**src/rtl/core/assert_macros.svh**
```systemverilog
// assertion macros shared by the clock face rtl
// expects aclk and aresetn to be visible where a macro is used
`ifndef ASSERT_MACROS_SVH
`define ASSERT_MACROS_SVH

// checked on every edge outside reset
`define SST_ASSERT(label, prop, msg) \
    label: assert property (@(posedge aclk) disable iff (!aresetn) prop) else $error(msg);

// checked on every edge, reset included
`define SST_ASSERT_ALWAYS(label, prop, msg) \
    label: assert property (@(posedge aclk) prop) else $error(msg);

`endif

```
**src/rtl/core/sstpg_pkg.sv**
```systemverilog
// shared types, constants and drawing helpers for the seven-segment clock face
// no dependencies; used by sstpg_dec_pipe and seven_segment_time_pixel_gen
package sstpg_pkg;

    // nanosecond field and its decimal form
    localparam int NS_W          = 30;
    localparam logic [NS_W-1:0] NS_MAX = 30'd999999999;
    localparam int DEC_DIGITS    = 9;
    localparam int BCD_W         = 4 * DEC_DIGITS;
    localparam int DAB_STAGES    = 6;
    localparam int DAB_BITS      = NS_W / DAB_STAGES;

    // configuration register indexes
    localparam logic [1:0] CFG_PANEL_WIDTH = 2'd0;
    localparam logic [1:0] CFG_LIT_RED     = 2'd1;
    localparam logic [1:0] CFG_LIT_GREEN   = 2'd2;
    localparam logic [1:0] CFG_LIT_BLUE    = 2'd3;

    // configuration reset values
    localparam logic [8:0] RST_PANEL_WIDTH = 9'd128;
    localparam logic [7:0] RST_LIT_RED     = 8'd255;
    localparam logic [7:0] RST_LIT_GREEN   = 8'd115;
    localparam logic [7:0] RST_LIT_BLUE    = 8'd5;

    // face geometry
    localparam logic [8:0] TOP_W = 9'd96;
    localparam logic [8:0] BOT_W = 9'd55;
    localparam int TOP_OFF [6] = '{0, 15, 34, 49, 68, 83};
    localparam int BIG_LEN     = 7;
    localparam int BIG_TH      = 3;
    localparam int SMALL_LEN   = 2;
    localparam int SMALL_TH    = 1;
    localparam int SMALL_ROW   = 25;
    localparam int SMALL_LEAD  = 3;
    localparam int SMALL_PITCH = 6;

    // segment masks, bit 6 top down to bit 0 middle
    localparam logic [6:0] SEG_TABLE [10] = '{
        7'h7E, 7'h30, 7'h6D, 7'h79, 7'h33, 7'h5B, 7'h5F, 7'h70, 7'h7F, 7'h7B
    };

    // per-pixel data that travels beside the decimal conversion
    typedef struct packed {
        logic       pre_lit;
        logic       sm_ok;
        logic [3:0] sm_idx;
        logic [1:0] sm_dx;
        logic [4:0] py;
    } side_t;

    function automatic logic in_box(input int px, input int py, input int x,
                                    input int y, input int w, input int h);
        return (px >= x) && (px < x + w) && (py >= y) && (py < y + h);
    endfunction

    // digit hit test with the digit origin at (0,0)
    function automatic logic digit_hit(input int dx, input int dy, input logic [3:0] d,
                                       input int len, input int th);
        logic [6:0] m;
        int ov;
        int hx;
        int hw;
        int rx;
        logic hit;
        ov  = (th > 1) ? 1 : 0;
        hx  = th - ov;
        hw  = len + 2 * ov;
        rx  = th + len;
        hit = 1'b0;
        m   = (d <= 4'd9) ? SEG_TABLE[d] : 7'd0;
        if (m[6] && in_box(dx, dy, hx, 0, hw, th)) hit = 1'b1;
        if (m[0] && in_box(dx, dy, hx, th + len, hw, th)) hit = 1'b1;
        if (m[3] && in_box(dx, dy, hx, 2 * th + 2 * len, hw, th)) hit = 1'b1;
        if (m[1] && in_box(dx, dy, 0, th - ov, th, hw)) hit = 1'b1;
        if (m[5] && in_box(dx, dy, rx, th - ov, th, hw)) hit = 1'b1;
        if (m[2] && in_box(dx, dy, 0, 2 * th + len - ov, th, hw)) hit = 1'b1;
        if (m[4] && in_box(dx, dy, rx, 2 * th + len - ov, th, hw)) hit = 1'b1;
        // serifs on one, four and seven
        if (d == 4'd1 || d == 4'd4 || d == 4'd7) begin
            if (in_box(dx, dy, rx - 1, 0, th + 1, th)) hit = 1'b1;
            if (in_box(dx, dy, rx - 1, 2 * th + 2 * len, th + 1, th)) hit = 1'b1;
        end
        return hit;
    endfunction

    // tens digit of a value below 64
    function automatic logic [2:0] tens_of(input logic [5:0] v);
        logic [2:0] t;
        t = 3'd0;
        for (int k = 1; k <= 6; k++) begin
            if (int'(v) >= 10 * k) t = 3'(k);
        end
        return t;
    endfunction

    function automatic logic [3:0] units_of(input logic [5:0] v);
        return 4'(int'(v) - 10 * int'(tens_of(v)));
    endfunction

    // one shift-add-3 step of the binary to decimal conversion
    function automatic logic [BCD_W-1:0] dabble_step(input logic [BCD_W-1:0] b,
                                                     input logic in_bit);
        logic [BCD_W-1:0] adj;
        adj = b;
        for (int j = 0; j < DEC_DIGITS; j++) begin
            if (b[4*j +: 4] >= 4'd5) adj[4*j +: 4] = b[4*j +: 4] + 4'd3;
        end
        return {adj[BCD_W-2:0], in_bit};
    endfunction

    function automatic logic bcd_ok(input logic [BCD_W-1:0] b);
        logic ok;
        ok = 1'b1;
        for (int j = 0; j < DEC_DIGITS; j++) begin
            if (b[4*j +: 4] > 4'd9) ok = 1'b0;
        end
        return ok;
    endfunction

endpackage

```
**src/rtl/core/sstpg_dec_pipe.sv**
```systemverilog
// pipelined nanosecond to decimal conversion, side data carried alongside
// depends on sstpg_pkg and assert_macros.svh
`include "assert_macros.svh"

module sstpg_dec_pipe (
    input  logic                          aclk,
    input  logic                          aresetn,
    input  logic                          in_valid,
    output logic                          in_ready,
    input  logic [sstpg_pkg::NS_W-1:0]    in_ns,
    input  sstpg_pkg::side_t              in_side,
    output logic                          out_valid,
    input  logic                          out_ready,
    output logic [sstpg_pkg::BCD_W-1:0]   out_bcd,
    output sstpg_pkg::side_t              out_side
);

    localparam int LAST = sstpg_pkg::DAB_STAGES - 1;

    logic                          vld_reg  [sstpg_pkg::DAB_STAGES];
    logic [sstpg_pkg::BCD_W-1:0]   bcd_reg  [sstpg_pkg::DAB_STAGES];
    logic [sstpg_pkg::NS_W-1:0]    bin_reg  [sstpg_pkg::DAB_STAGES];
    sstpg_pkg::side_t              side_reg [sstpg_pkg::DAB_STAGES];
    logic                          rdy      [sstpg_pkg::DAB_STAGES+1];

    assign rdy[sstpg_pkg::DAB_STAGES] = out_ready;
    assign in_ready  = rdy[0];
    assign out_valid = vld_reg[LAST];
    assign out_bcd   = bcd_reg[LAST];
    assign out_side  = side_reg[LAST];

    for (genvar k = 0; k < sstpg_pkg::DAB_STAGES; k++) begin : g_stage
        logic [sstpg_pkg::BCD_W-1:0] src_bcd;
        logic [sstpg_pkg::NS_W-1:0]  src_bin;
        sstpg_pkg::side_t            src_side;
        logic                        src_vld;
        logic [sstpg_pkg::BCD_W-1:0] bcd_next;
        logic [sstpg_pkg::NS_W-1:0]  bin_next;

        // stage source: input port or previous stage
        if (k == 0) begin : g_first
            assign src_bcd  = '0;
            assign src_bin  = in_ns;
            assign src_side = in_side;
            assign src_vld  = in_valid;
        end else begin : g_rest
            assign src_bcd  = bcd_reg[k-1];
            assign src_bin  = bin_reg[k-1];
            assign src_side = side_reg[k-1];
            assign src_vld  = vld_reg[k-1];
        end

        // a stage moves on when empty or when the next one moves
        assign rdy[k] = !vld_reg[k] || rdy[k+1];

        // a few conversion steps per stage
        always_comb begin
            bcd_next = src_bcd;
            bin_next = src_bin;
            for (int j = 0; j < sstpg_pkg::DAB_BITS; j++) begin
                bcd_next = sstpg_pkg::dabble_step(bcd_next, bin_next[sstpg_pkg::NS_W-1]);
                bin_next = {bin_next[sstpg_pkg::NS_W-2:0], 1'b0};
            end
        end

        always_ff @(posedge aclk) begin
            if (!aresetn) begin
                vld_reg[k] <= 1'b0;
            end else if (rdy[k]) begin
                vld_reg[k] <= src_vld;
            end
        end

        always_ff @(posedge aclk) begin
            if (rdy[k] && src_vld) begin
                bcd_reg[k]  <= bcd_next;
                bin_reg[k]  <= bin_next;
                side_reg[k] <= src_side;
            end
        end
    end

    // converted digits are always decimal
    `SST_ASSERT(a_bcd_digits, out_valid |-> sstpg_pkg::bcd_ok(out_bcd), "non-decimal digit at pipe output")
    // a stalled last stage keeps its item
    `SST_ASSERT(a_last_hold, out_valid && !out_ready |=> out_valid && $stable(out_side) && $stable(out_bcd), "pipe output changed while stalled")

endmodule

```
**src/rtl/core/seven_segment_time_pixel_gen.sv**
```systemverilog
// seven-segment clock face pixel generator, top level
// a request passes the input register, six conversion stages and the result register
// throughput one pixel per cycle while the result side does not stall, set by the
// fully pipelined decimal conversion
// reset (synchronous, active low) empties all stages and restores the registers
// to width 128 and colour 255/115/5
// depends on sstpg_pkg, sstpg_dec_pipe and assert_macros.svh
`include "assert_macros.svh"

module seven_segment_time_pixel_gen (
    input  logic        aclk,
    input  logic        aresetn,
    // input requests
    input  logic        s_tvalid,
    output logic        s_tready,
    // pixel_x[7:0], pixel_y[12:8], hours[17:13], minutes[23:18],
    // seconds[29:24], nanoseconds[59:30], zero[63:60]
    input  logic [63:0] s_tdata,
    // results
    output logic        m_tvalid,
    input  logic        m_tready,
    // pixel_lit[0], out_red[8:1], out_green[16:9], out_blue[24:17], zero[31:25]
    output logic [31:0] m_tdata,
    // configuration writes
    input  logic        cfg_valid,
    output logic        cfg_ready,
    input  logic [1:0]  cfg_index,
    input  logic [8:0]  cfg_data
);

    // configuration registers
    logic [8:0] width_reg;
    logic [7:0] red_reg;
    logic [7:0] green_reg;
    logic [7:0] blue_reg;

    assign cfg_ready = 1'b1;

    always_ff @(posedge aclk) begin
        if (!aresetn) begin
            width_reg <= sstpg_pkg::RST_PANEL_WIDTH;
            red_reg   <= sstpg_pkg::RST_LIT_RED;
            green_reg <= sstpg_pkg::RST_LIT_GREEN;
            blue_reg  <= sstpg_pkg::RST_LIT_BLUE;
        end else if (cfg_valid && cfg_ready) begin
            case (cfg_index)
                sstpg_pkg::CFG_PANEL_WIDTH: width_reg <= cfg_data;
                sstpg_pkg::CFG_LIT_RED:     red_reg   <= cfg_data[7:0];
                sstpg_pkg::CFG_LIT_GREEN:   green_reg <= cfg_data[7:0];
                sstpg_pkg::CFG_LIT_BLUE:    blue_reg  <= cfg_data[7:0];
                default: ;
            endcase
        end
    end

    // input register, nanoseconds saturated on the way in
    logic                       in_vld_reg;
    logic [7:0]                 px_reg;
    logic [4:0]                 py_reg;
    logic [4:0]                 hh_reg;
    logic [5:0]                 mm_reg;
    logic [5:0]                 ss_reg;
    logic [sstpg_pkg::NS_W-1:0] ns_reg;
    logic [sstpg_pkg::NS_W-1:0] ns_in;
    logic                       pipe_in_ready;

    assign ns_in    = s_tdata[59:30];
    assign s_tready = !in_vld_reg || pipe_in_ready;

    always_ff @(posedge aclk) begin
        if (!aresetn) begin
            in_vld_reg <= 1'b0;
        end else if (s_tready) begin
            in_vld_reg <= s_tvalid;
        end
    end

    always_ff @(posedge aclk) begin
        if (s_tvalid && s_tready) begin
            px_reg <= s_tdata[7:0];
            py_reg <= s_tdata[12:8];
            hh_reg <= s_tdata[17:13];
            mm_reg <= s_tdata[23:18];
            ss_reg <= s_tdata[29:24];
            ns_reg <= (ns_in > sstpg_pkg::NS_MAX) ? sstpg_pkg::NS_MAX : ns_in;
        end
    end

    // block origins and pixel position relative to them
    logic [7:0]        top_x;
    logic [7:0]        bot_x;
    logic signed [9:0] rel_top;
    logic signed [9:0] rel_bot;
    logic [3:0]        dig [6];

    assign top_x = (width_reg >= sstpg_pkg::TOP_W) ? 8'((width_reg - sstpg_pkg::TOP_W) >> 1) : 8'd0;
    assign bot_x = (width_reg >= sstpg_pkg::BOT_W) ? 8'((width_reg - sstpg_pkg::BOT_W) >> 1) : 8'd0;
    assign rel_top = $signed({2'b00, px_reg}) - $signed({2'b00, top_x});
    assign rel_bot = $signed({2'b00, px_reg}) - $signed({2'b00, bot_x})
                   - 10'(sstpg_pkg::SMALL_LEAD);

    assign dig[0] = {1'b0, sstpg_pkg::tens_of({1'b0, hh_reg})};
    assign dig[1] = sstpg_pkg::units_of({1'b0, hh_reg});
    assign dig[2] = {1'b0, sstpg_pkg::tens_of(mm_reg)};
    assign dig[3] = sstpg_pkg::units_of(mm_reg);
    assign dig[4] = {1'b0, sstpg_pkg::tens_of(ss_reg)};
    assign dig[5] = sstpg_pkg::units_of(ss_reg);

    // large digits, colons, small colon and small digit column
    sstpg_pkg::side_t side_in;
    logic             top_hit;
    logic             clip;
    logic [3:0]       sm_idx;
    int               sm_dx;
    int               rt;
    int               rb;
    int               py_i;

    always_comb begin
        rt   = int'(rel_top);
        rb   = int'(rel_bot);
        py_i = int'(py_reg);
        top_hit = 1'b0;
        for (int i = 0; i < 6; i++) begin
            if (sstpg_pkg::digit_hit(rt - sstpg_pkg::TOP_OFF[i], py_i, dig[i],
                                     sstpg_pkg::BIG_LEN, sstpg_pkg::BIG_TH))
                top_hit = 1'b1;
        end
        if (sstpg_pkg::in_box(rt, py_i, 30, 7, 2, 2) || sstpg_pkg::in_box(rt, py_i, 30, 14, 2, 2))
            top_hit = 1'b1;
        if (sstpg_pkg::in_box(rt, py_i, 64, 7, 2, 2) || sstpg_pkg::in_box(rt, py_i, 64, 14, 2, 2))
            top_hit = 1'b1;
        if (sstpg_pkg::in_box(rb, py_i, -sstpg_pkg::SMALL_LEAD, 26, 1, 1) ||
            sstpg_pkg::in_box(rb, py_i, -sstpg_pkg::SMALL_LEAD, 29, 1, 1))
            top_hit = 1'b1;
        // which small digit column the pixel falls in
        sm_idx = 4'd0;
        for (int k = 1; k < sstpg_pkg::DEC_DIGITS; k++) begin
            if (rb >= sstpg_pkg::SMALL_PITCH * k) sm_idx = 4'(k);
        end
        sm_dx = rb - sstpg_pkg::SMALL_PITCH * int'(sm_idx);
        clip  = {1'b0, px_reg} >= width_reg;
        side_in.pre_lit = top_hit && !clip;
        side_in.sm_ok   = !clip && (rb >= 0)
                        && (rb < sstpg_pkg::SMALL_PITCH * sstpg_pkg::DEC_DIGITS)
                        && (sm_dx <= 2 * sstpg_pkg::SMALL_TH + sstpg_pkg::SMALL_LEN - 1);
        side_in.sm_idx  = sm_idx;
        side_in.sm_dx   = 2'(sm_dx);
        side_in.py      = py_reg;
    end

    // decimal conversion pipeline
    logic                        pipe_out_valid;
    logic                        pipe_out_ready;
    logic [sstpg_pkg::BCD_W-1:0] pipe_bcd;
    sstpg_pkg::side_t            pipe_side;

    sstpg_dec_pipe u_dec_pipe (
        .aclk      (aclk),
        .aresetn   (aresetn),
        .in_valid  (in_vld_reg),
        .in_ready  (pipe_in_ready),
        .in_ns     (ns_reg),
        .in_side   (side_in),
        .out_valid (pipe_out_valid),
        .out_ready (pipe_out_ready),
        .out_bcd   (pipe_bcd),
        .out_side  (pipe_side)
    );

    // small digit test on the selected decimal digit
    logic [3:0] sm_digit;
    logic       lit_next;

    always_comb begin
        sm_digit = 4'd0;
        for (int j = 0; j < sstpg_pkg::DEC_DIGITS; j++) begin
            if (pipe_side.sm_idx == 4'(j))
                sm_digit = pipe_bcd[4*(sstpg_pkg::DEC_DIGITS-1-j) +: 4];
        end
        lit_next = pipe_side.pre_lit ||
                   (pipe_side.sm_ok &&
                    sstpg_pkg::digit_hit(int'(pipe_side.sm_dx),
                                         int'(pipe_side.py) - sstpg_pkg::SMALL_ROW,
                                         sm_digit, sstpg_pkg::SMALL_LEN, sstpg_pkg::SMALL_TH));
    end

    // result register
    logic       out_vld_reg;
    logic       lit_reg;
    logic [7:0] red_out_reg;
    logic [7:0] green_out_reg;
    logic [7:0] blue_out_reg;

    assign pipe_out_ready = !out_vld_reg || m_tready;

    always_ff @(posedge aclk) begin
        if (!aresetn) begin
            out_vld_reg <= 1'b0;
        end else if (pipe_out_ready) begin
            out_vld_reg <= pipe_out_valid;
        end
    end

    always_ff @(posedge aclk) begin
        if (pipe_out_ready && pipe_out_valid) begin
            lit_reg       <= lit_next;
            red_out_reg   <= lit_next ? red_reg : 8'd0;
            green_out_reg <= lit_next ? green_reg : 8'd0;
            blue_out_reg  <= lit_next ? blue_reg : 8'd0;
        end
    end

    assign m_tvalid = out_vld_reg;
    assign m_tdata  = {7'd0, blue_out_reg, green_out_reg, red_out_reg, lit_reg};

    // reset empties the input and result stages
    `SST_ASSERT_ALWAYS(a_reset_empty, !aresetn |=> !m_tvalid && !in_vld_reg, "stage not empty after reset")
    // a new result only appears when the pipe offered one
    `SST_ASSERT(a_result_source, $rose(m_tvalid) |-> $past(pipe_out_valid), "result without pipe output")
    // a stalled input stage keeps its item
    `SST_ASSERT(a_in_hold, in_vld_reg && !pipe_in_ready |=> in_vld_reg && $stable(ns_reg) && $stable(px_reg), "input stage lost item")

endmodule

```
**config.mk**
```make
export PLATFORM = sky130hd
export DESIGN_NAME = seven_segment_time_pixel_gen
export DESIGN_NICKNAME = d
export VERILOG_FILES = /design/src/rtl/core/sstpg_pkg.sv /design/src/rtl/core/sstpg_dec_pipe.sv /design/src/rtl/core/seven_segment_time_pixel_gen.sv
export VERILOG_INCLUDE_DIRS = /design/src /design/src/rtl/core
export SDC_FILE = /design/constraint.sdc
export NUM_CORES = 1
export LEC_CHECK = 0
export BUFFER_PORTS_ARGS = -buffer_cell sky130_fd_sc_hd__buf_4
export CORE_MARGIN = 1.5
export CORE_UTILIZATION = 30
export CTS_CLUSTER_SIZE = 24
export DETAILED_ROUTE_END_ITERATION = 16
export SYNTH_ARGS = -nofsm -noshare
export SYNTH_HDL_FRONTEND = slang
export SYNTH_SLANG_ARGS = --single-unit
```
**constraint.sdc**
```tcl
create_clock -name aclk -period 11.96 [get_ports aclk]
set_input_delay 0.598 -clock aclk [delete_from_list [all_inputs] [get_ports aclk]]
set_output_delay 0.598 -clock aclk [all_outputs]
set_load 0.005 [all_outputs]
```
=== After elaboration in Yosys (flattened, before gate mapping) ===
Memory sizes are Yosys's and may differ from the RTL's.
Index checks and enable logic that the tools add are counted.

* Reduce and logical (&&, ||, !) cells: 257
* Add/sub/neg operators: 250
* Bitwise operators: 13
* Multipliers: 4
* $lt $le $gt $ge: 359
* Multiplexer cells: 406
* Equal/unequal tests: 32

{| class="wikitable"
|+ Operator list
! cell !! number
|-
| >= comparator 4 x 3 -> 1 bit (second input constant) || 231
|-
| two-way mux 4 bit || 222
|-
| adder 4 x 2 -> 4 bit (second input constant) || 206
|-
| logical AND 1 bit || 216
|-
| two-way mux 7 bit || 21
|-
| two-way mux 3 bit || 41
|-
| two-way mux 1 bit || 120
|-
| >= comparator 10 x 5 -> 1 bit (second input constant) || 11
|-
| less-than comparator 10 x 5 -> 1 bit (second input constant) || 10
|-
| adder 3 x 2 -> 3 bit (second input constant) || 25
|-
| >= comparator 10 x 1 -> 1 bit (second input constant) || 6
|-
| >= comparator 10 x 3 -> 1 bit (second input constant) || 6
|-
| >= comparator 5 bit (second input constant) || 12
|-
| less-than comparator 10 x 3 -> 1 bit (second input constant) || 5
|-
| equality test 4 x 3 -> 1 bit (second input constant) || 12
|-
| >= comparator 6 bit (second input constant) || 6
|-
| >= comparator 10 x 6 -> 1 bit (second input constant) || 3
|-
| >= comparator 10 x 7 -> 1 bit (second input constant) || 3
|-
| greater-than comparator 30 bit (second input constant) || 1
|-
| logical OR 1 bit || 26
|-
| less-than comparator 5 bit (second input constant) || 5
|-
| >= comparator 6 x 4 -> 1 bit (second input constant) || 4
|-
| >= comparator 6 x 5 -> 1 bit (second input constant) || 4
|-
| equality test 4 x 1 -> 1 bit (second input constant) || 5
|-
| 62 further kinds || 120
|}

* Bits in registers: 120
* Memory bits (writable): 450
* Logic and storage cells: 1348
* Bits in read-only memories: 784
* Output and inout bits: 35
* Memories kept: 11
* Input port bits: 80

{| class="wikitable"
|+ Memory list
! memory !! words !! width !! read ports !! clocked after memory_dff !! wr ports !! RTL line !! text
|-
| u_dec_pipe.bcd_reg || 6 || 36 || 6 || 0 || 6 || sstpg_dec_pipe.sv:21 || <nowiki>logic [sstpg_pkg::BCD_W-1:0] bcd_reg [sstpg_pkg::DAB_STAGES];</nowiki>
|-
| u_dec_pipe.bin_reg || 6 || 25 || 5 || 0 || 6 || sstpg_dec_pipe.sv:22 || <nowiki>logic [sstpg_pkg::NS_W-1:0] bin_reg [sstpg_pkg::DAB_STAGES];</nowiki>
|-
| (name not given) || 16 || 7 || 1 || 0 || 0 || sstpg_pkg.sv:70 || <nowiki>m = (d <= 4'd9) ? SEG_TABLE[d] : 7'd0;</nowiki>
|-
| (name not given) || 16 || 7 || 1 || 0 || 0 || sstpg_pkg.sv:70 ||
|-
| (name not given) || 16 || 7 || 1 || 0 || 0 || sstpg_pkg.sv:70 ||
|-
| (name not given) || 16 || 7 || 1 || 0 || 0 || sstpg_pkg.sv:70 ||
|-
| +5 memories || n/a || n/a || n/a || n/a || n/a || n/a ||
|}

=== Logic depth before layout (Yosys ltp) ===
* Word-level depth: 32
* Depth in mapped cells: 31
* Gate-level depth less buffers: 31

=== Modules after synthesis ===
From an unflattened synthesis, not the netlist that was laid out.

* Cell total of the unflattened synthesis: 3719
* Area, all modules: 33727.3 sq um

{| class="wikitable"
|+ By module, submodules not included
! module !! sequential area each (sq um) !! instances !! cells each !! area each (sq um)
|-
| sstpg_dec_pipe || 8758.4 || 1 || 2544 || 23443.7
|-
| seven_segment_time_pixel_gen || 3253.1 || 1 || 1175 || 10283.6
|}

=== Least setup slack after synthesis ===
Ideal clock, no wire load.

* Path type: reg-to-reg
* Start: reg width_reg[2]
* End: mem u_dec_pipe.side_reg[0][11] (netlist name), data pin
* Data arrival time: 5.576 ns
* Path buffers: 0
* Required time: 11.803 ns
* Setup slack: 6.227 ns
* Library setup time: 0.157 ns
* Period minus slack after synthesis: 5.733 ns
* Stages on the path, launching flop included: 30
* Path through: dfxtp_1 -> inv_1 -> o31ai_1 -> a31oi_1 -> nand2_1 -> and2_1 -> ha_1 -> inv_1 -> fa_1 -> a21o_1 -> a21oi_1 -> xor2_1 -> o211ai_1 -> xor2_1 -> inv_1 -> maj3_1 -> a22oi_1 -> nor2_1 -> ha_1 -> ha_1 -> nor3_1 -> a21oi_1 -> ha_1 -> a21oi_1 -> xnor2_1 -> nor4_1 -> nand2b_1 -> a21oi_1 -> o22ai_1 -> nor3_1

{| class="wikitable"
|+ RTL lines
! element !! RTL line !! text
|-
| start, declared || seven_segment_time_pixel_gen.sv:32 || <nowiki>logic [8:0] width_reg;</nowiki>
|-
| start signal, assigned || seven_segment_time_pixel_gen.sv:41 || <nowiki>width_reg <= sstpg_pkg::RST_PANEL_WIDTH;</nowiki>
|-
| start signal, assigned || seven_segment_time_pixel_gen.sv:47 || <nowiki>sstpg_pkg::CFG_PANEL_WIDTH: width_reg <= cfg_data;</nowiki>
|-
| end, declared || sstpg_dec_pipe.sv:23 || <nowiki>sstpg_pkg::side_t side_reg [sstpg_pkg::DAB_STAGES];</nowiki>
|}

==> flow_summary_export.csv <==
group,metric,value,unit
critical_path,worstPathRequired,12370,ps
power_and_ir_drop,p_total,0.00810,W
critical_path,reg2reg_slack,5220,ps
sta,max_freq,148,MHz
critical_path,end_kind,"flop",
placed_design,gp_congestion,0.839,
power_and_ir_drop,peakVddDrop,0.000149,V
grt,grt_pass1_wl,111000,um
sta,finalHoldViolations,0,
sta,worst_slack,5220,ps
detailed_routing,routed_wl,65700,um
critical_path,critPathSlowestCell,"o31ai_1",
min_path,hold_start,"s_tdata[27]",
grt,grt_usage,11.5,%
clocking,cts_root_buf,"clkbuf_16",
die,dieArea,113000,um2
power_and_ir_drop,p_sw_share,39.7,%
grt,antenna_found_initial,1,
min_path,hold_depth,1,
sta,clock_skew,30.1,ps
detailed_routing,avgRoutedWirePerCell,12.9,um
critical_path,cpPeakStageDelay,470,ps
synthesis,yosysWarnings,0,
power_and_ir_drop,p_sw,0.00322,W
placed_design,dpl.hpwl,49500,um
synthesis,synth_edf_count,376,
placed_design,numPortBuffers,102,
detailed_routing,vias,24300,
sta,rsz0062_at_grt,"false",
clocking,cts_tree,"yes",
synthesis,ys_seq_area_share,36.0,%
cells_and_area,areaGrowthSynthToFinish,12.4,%
sta,fin_tns_setup,0,ps
power_and_ir_drop,seq_power_share,24.3,%
detailed_routing,drt_iter0_markers,1144,
sta,slew_viol_final,0,
detailed_routing,ant_nets,0,
synthesis,syn_inst,3442,
cells_and_area,multiInputGateArea,19900,um2
power_and_ir_drop,clockPowerShare,17.9,%
clocking,numCtsBuffers,48,
clocking,cts_buffer_depth,3,
power_and_ir_drop,p_leak,15.6,nW
critical_path,crit_arrival,7150,ps
clocking,clkTransAtPathRegs,60,ps
die,fp.dieH,336,um
power_and_ir_drop,p_comb_share,57.8,%
synthesis,postSynth.asyncResetShare,0,%
die,core_area,111000,um2
clocking,postCtsHoldBufs,0,
grt,overflow,0,
detailed_routing,viasPerCell,4.79,
critical_path,critPathKind,"reg2reg",
status,status,"complete, no violations",
die,rows,122,
critical_path,critPathMaxFanout,8,
sta,setup_viol_count_final,0,
sta,fin_crit_sh,56.3,%
detailed_routing,firstDrtPassIters,5,
critical_path,r2r-end,"u_dec_pipe.side_reg[0][11]",
cells_and_area,fillCellCount,11300,
critical_path,ff2ff_path_depth,29,
grt,grt_pass1_vias,23600,
clocking,clkLatencyLatePin,610,ps
die,die_x,336,um
die,start_util,30.2,%
clocking,clkSinkCount,412,
synthesis,ys.flop_type,"edfxtp_1",
clocking,cts_resized,0,
synthesis,avgSynthCellArea,9.69,um2
cells_and_area,finalNetCount,4021,
critical_path,crit_path_start_kind,"flop",
run,cap_violations,0,
power_and_ir_drop,powerDensity,216,nW/um2
synthesis,synth_cell_types,102,
sta,slew_headroom,32.7,%
critical_path,r2r_start,"width_reg[2]",
cells_and_area,largest_register_ffs,133,
critical_path,path_common_cell,"inv_1",
clocking,postCtsSetupRepairBufs,0,
min_path,hold_end,"ss_reg[3]",
synthesis,synth.area.top_cells,"edfxtp_1 (34%), ha_1 (14%), mux2i_1 (5.1%)",
cells_and_area,drive_above_1_share,10.2,%
detailed_routing,drc_errors,0,
synthesis,yosys.area.top_type_share,33.8,%
power_and_ir_drop,internal_power,0.00489,W
grt,grt_max_degree,61,
min_path,hp-class,"in2reg",
synthesis,synth_top_cell_by_area,"edfxtp_1",
synthesis,syn_area,33400,um2
clocking,h-tree-depth,2,
sta,finalCriticalPeriod,6740,ps
placed_design,dp_slack,5270,ps
sta,tightest_slew,1000,ps
die,ios,115,
cells_and_area,seqCellArea,12000,um2
synthesis,ys_seq_elements,412,
## cell usage after synthesis, types with 62 or more instances
library cell    n
a21o_1         65
a21oi_1       206
edfxtp_1      376
ha_1          378
inv_1         325
mux2_2         79
mux2i_1       171
nand2_1       215
nand2b_1      129
nor2_1        190
nor2b_1       108
o21a_1         62
o21ai_0       161
xnor2_1       128
## kinds of logic after synthesis
logic type	Yosys count	synth area share, %
AND/OR/NAND/NOR	957	15.0
adder cells (fa/ha/maj)	386	14.6
XOR/XNOR	156	4.16
buffers and inverters	399	4.61
AO/OA/AOI/OAI	872	17.4
other	2	0.0225
multiplexers	258	8.23
flip-flops	412	36.0
## worst max-delay path, delay by kind of cell, from the launching register on
| kind | cells | cell delay (ps) |
|---|---|---|
| flip-flops | 1 | 460 |
| buffers and inverters | 5 | 410 |
| adder cells (fa/ha/maj) | 6 | 1730 |
| AO/OA/AOI/OAI | 9 | 2020 |
| AND/OR/NAND/NOR | 6 | 1070 |
| XOR/XNOR | 3 | 840 |
## through the flow
stage / util [%] / cell area (um2) / instances / hold slack, ps
floorplan: - / 33400 / 3448 / 400
global placement: 32.5 / 35900 / 4995 / 401
detailed placement: 32.5 / 35900 / 4995 / 405
CTS: 33.9 / 37500 / 5081 / 115
global route: 33.9 / 37500 / 5081 / 122
finish: 33.9 / 37500 / 5082 / 161
## cell type report
cell class                 count  area share, %
antenna                        1        0.00667
clock buffer                  59           3.48
clock inverter                27          0.671
inverter                     340           3.40
multi-input combinational   2637           53.1
sequential                   412           32.0
tap                         1488           4.97
timing repair buffer         118           2.36
## cell usage in the layout (no fill, tap or decap), types with 25 or more instances in the layout
cell / n
nor3b_1: 43
a211oi_1: 26
or2_2: 36
a21boi_0: 26
a211o_1: 26
o211ai_1: 41
a21oi_1: 206
nand2b_1: 129
and2_1: 44
xnor2_1: 128
nor2_1: 190
edfxtp_1: 376
mux2i_1: 171
inv_1: 325
o21a_1: 62
dfxtp_1: 36
nor2b_1: 104
nand3_1: 48
clkbuf_16: 50
buf_4: 118
xor2_1: 25
nand2_1: 215
ha_1: 378
nor3_1: 49
mux2_2: 79
o21ai_0: 161
a21o_1: 65
## power by group through the flow
| stage | clock (W) | combinational, W | sequential (W) |
|---|---|---|---|
| 4_1_cts | 0.00150 | 0.00472 | 0.00197 |
| 6_report | 0.00145 | 0.00469 | 0.00197 |
| 3_3_place_gp | 0 | 0.00454 | 0.00199 |
| 2_1_floorplan | 0 | 0.00389 | 0.00197 |
| 5_1_grt | 0.00156 | 0.00535 | 0.00198 |
| 3_5_place_dp | 0 | 0.00467 | 0.00200 |
## worst max-delay path by stage
stage	startpoint	to	slack, ps
floorplan	width_reg[2]	u_dec_pipe.side_reg[0][11]	6230
global placement	width_reg[2]	u_dec_pipe.side_reg[0][11]	5240
detailed placement	width_reg[2]	u_dec_pipe.side_reg[0][11]	5270
CTS	width_reg[2]	u_dec_pipe.side_reg[0][11]	5260
global route	width_reg[2]	u_dec_pipe.side_reg[0][11]	4580
finish	width_reg[2]	u_dec_pipe.side_reg[0][11]	5220
## metal layers
layer / global-route usage [%] / up-vias / wire, um / part of all wire, %
met5: 0 / - / 13 / 0.020
met4: 3.13 / 2 / 1380 / 2.1
met3: 1.72 / 82 / 1880 / 2.9
met2: 20.7 / 259 / 31800 / 48
met1: 14.1 / 11400 / 30600 / 47
li1: - / 12700 / - / -
Power figures use the tool's default switching activity.
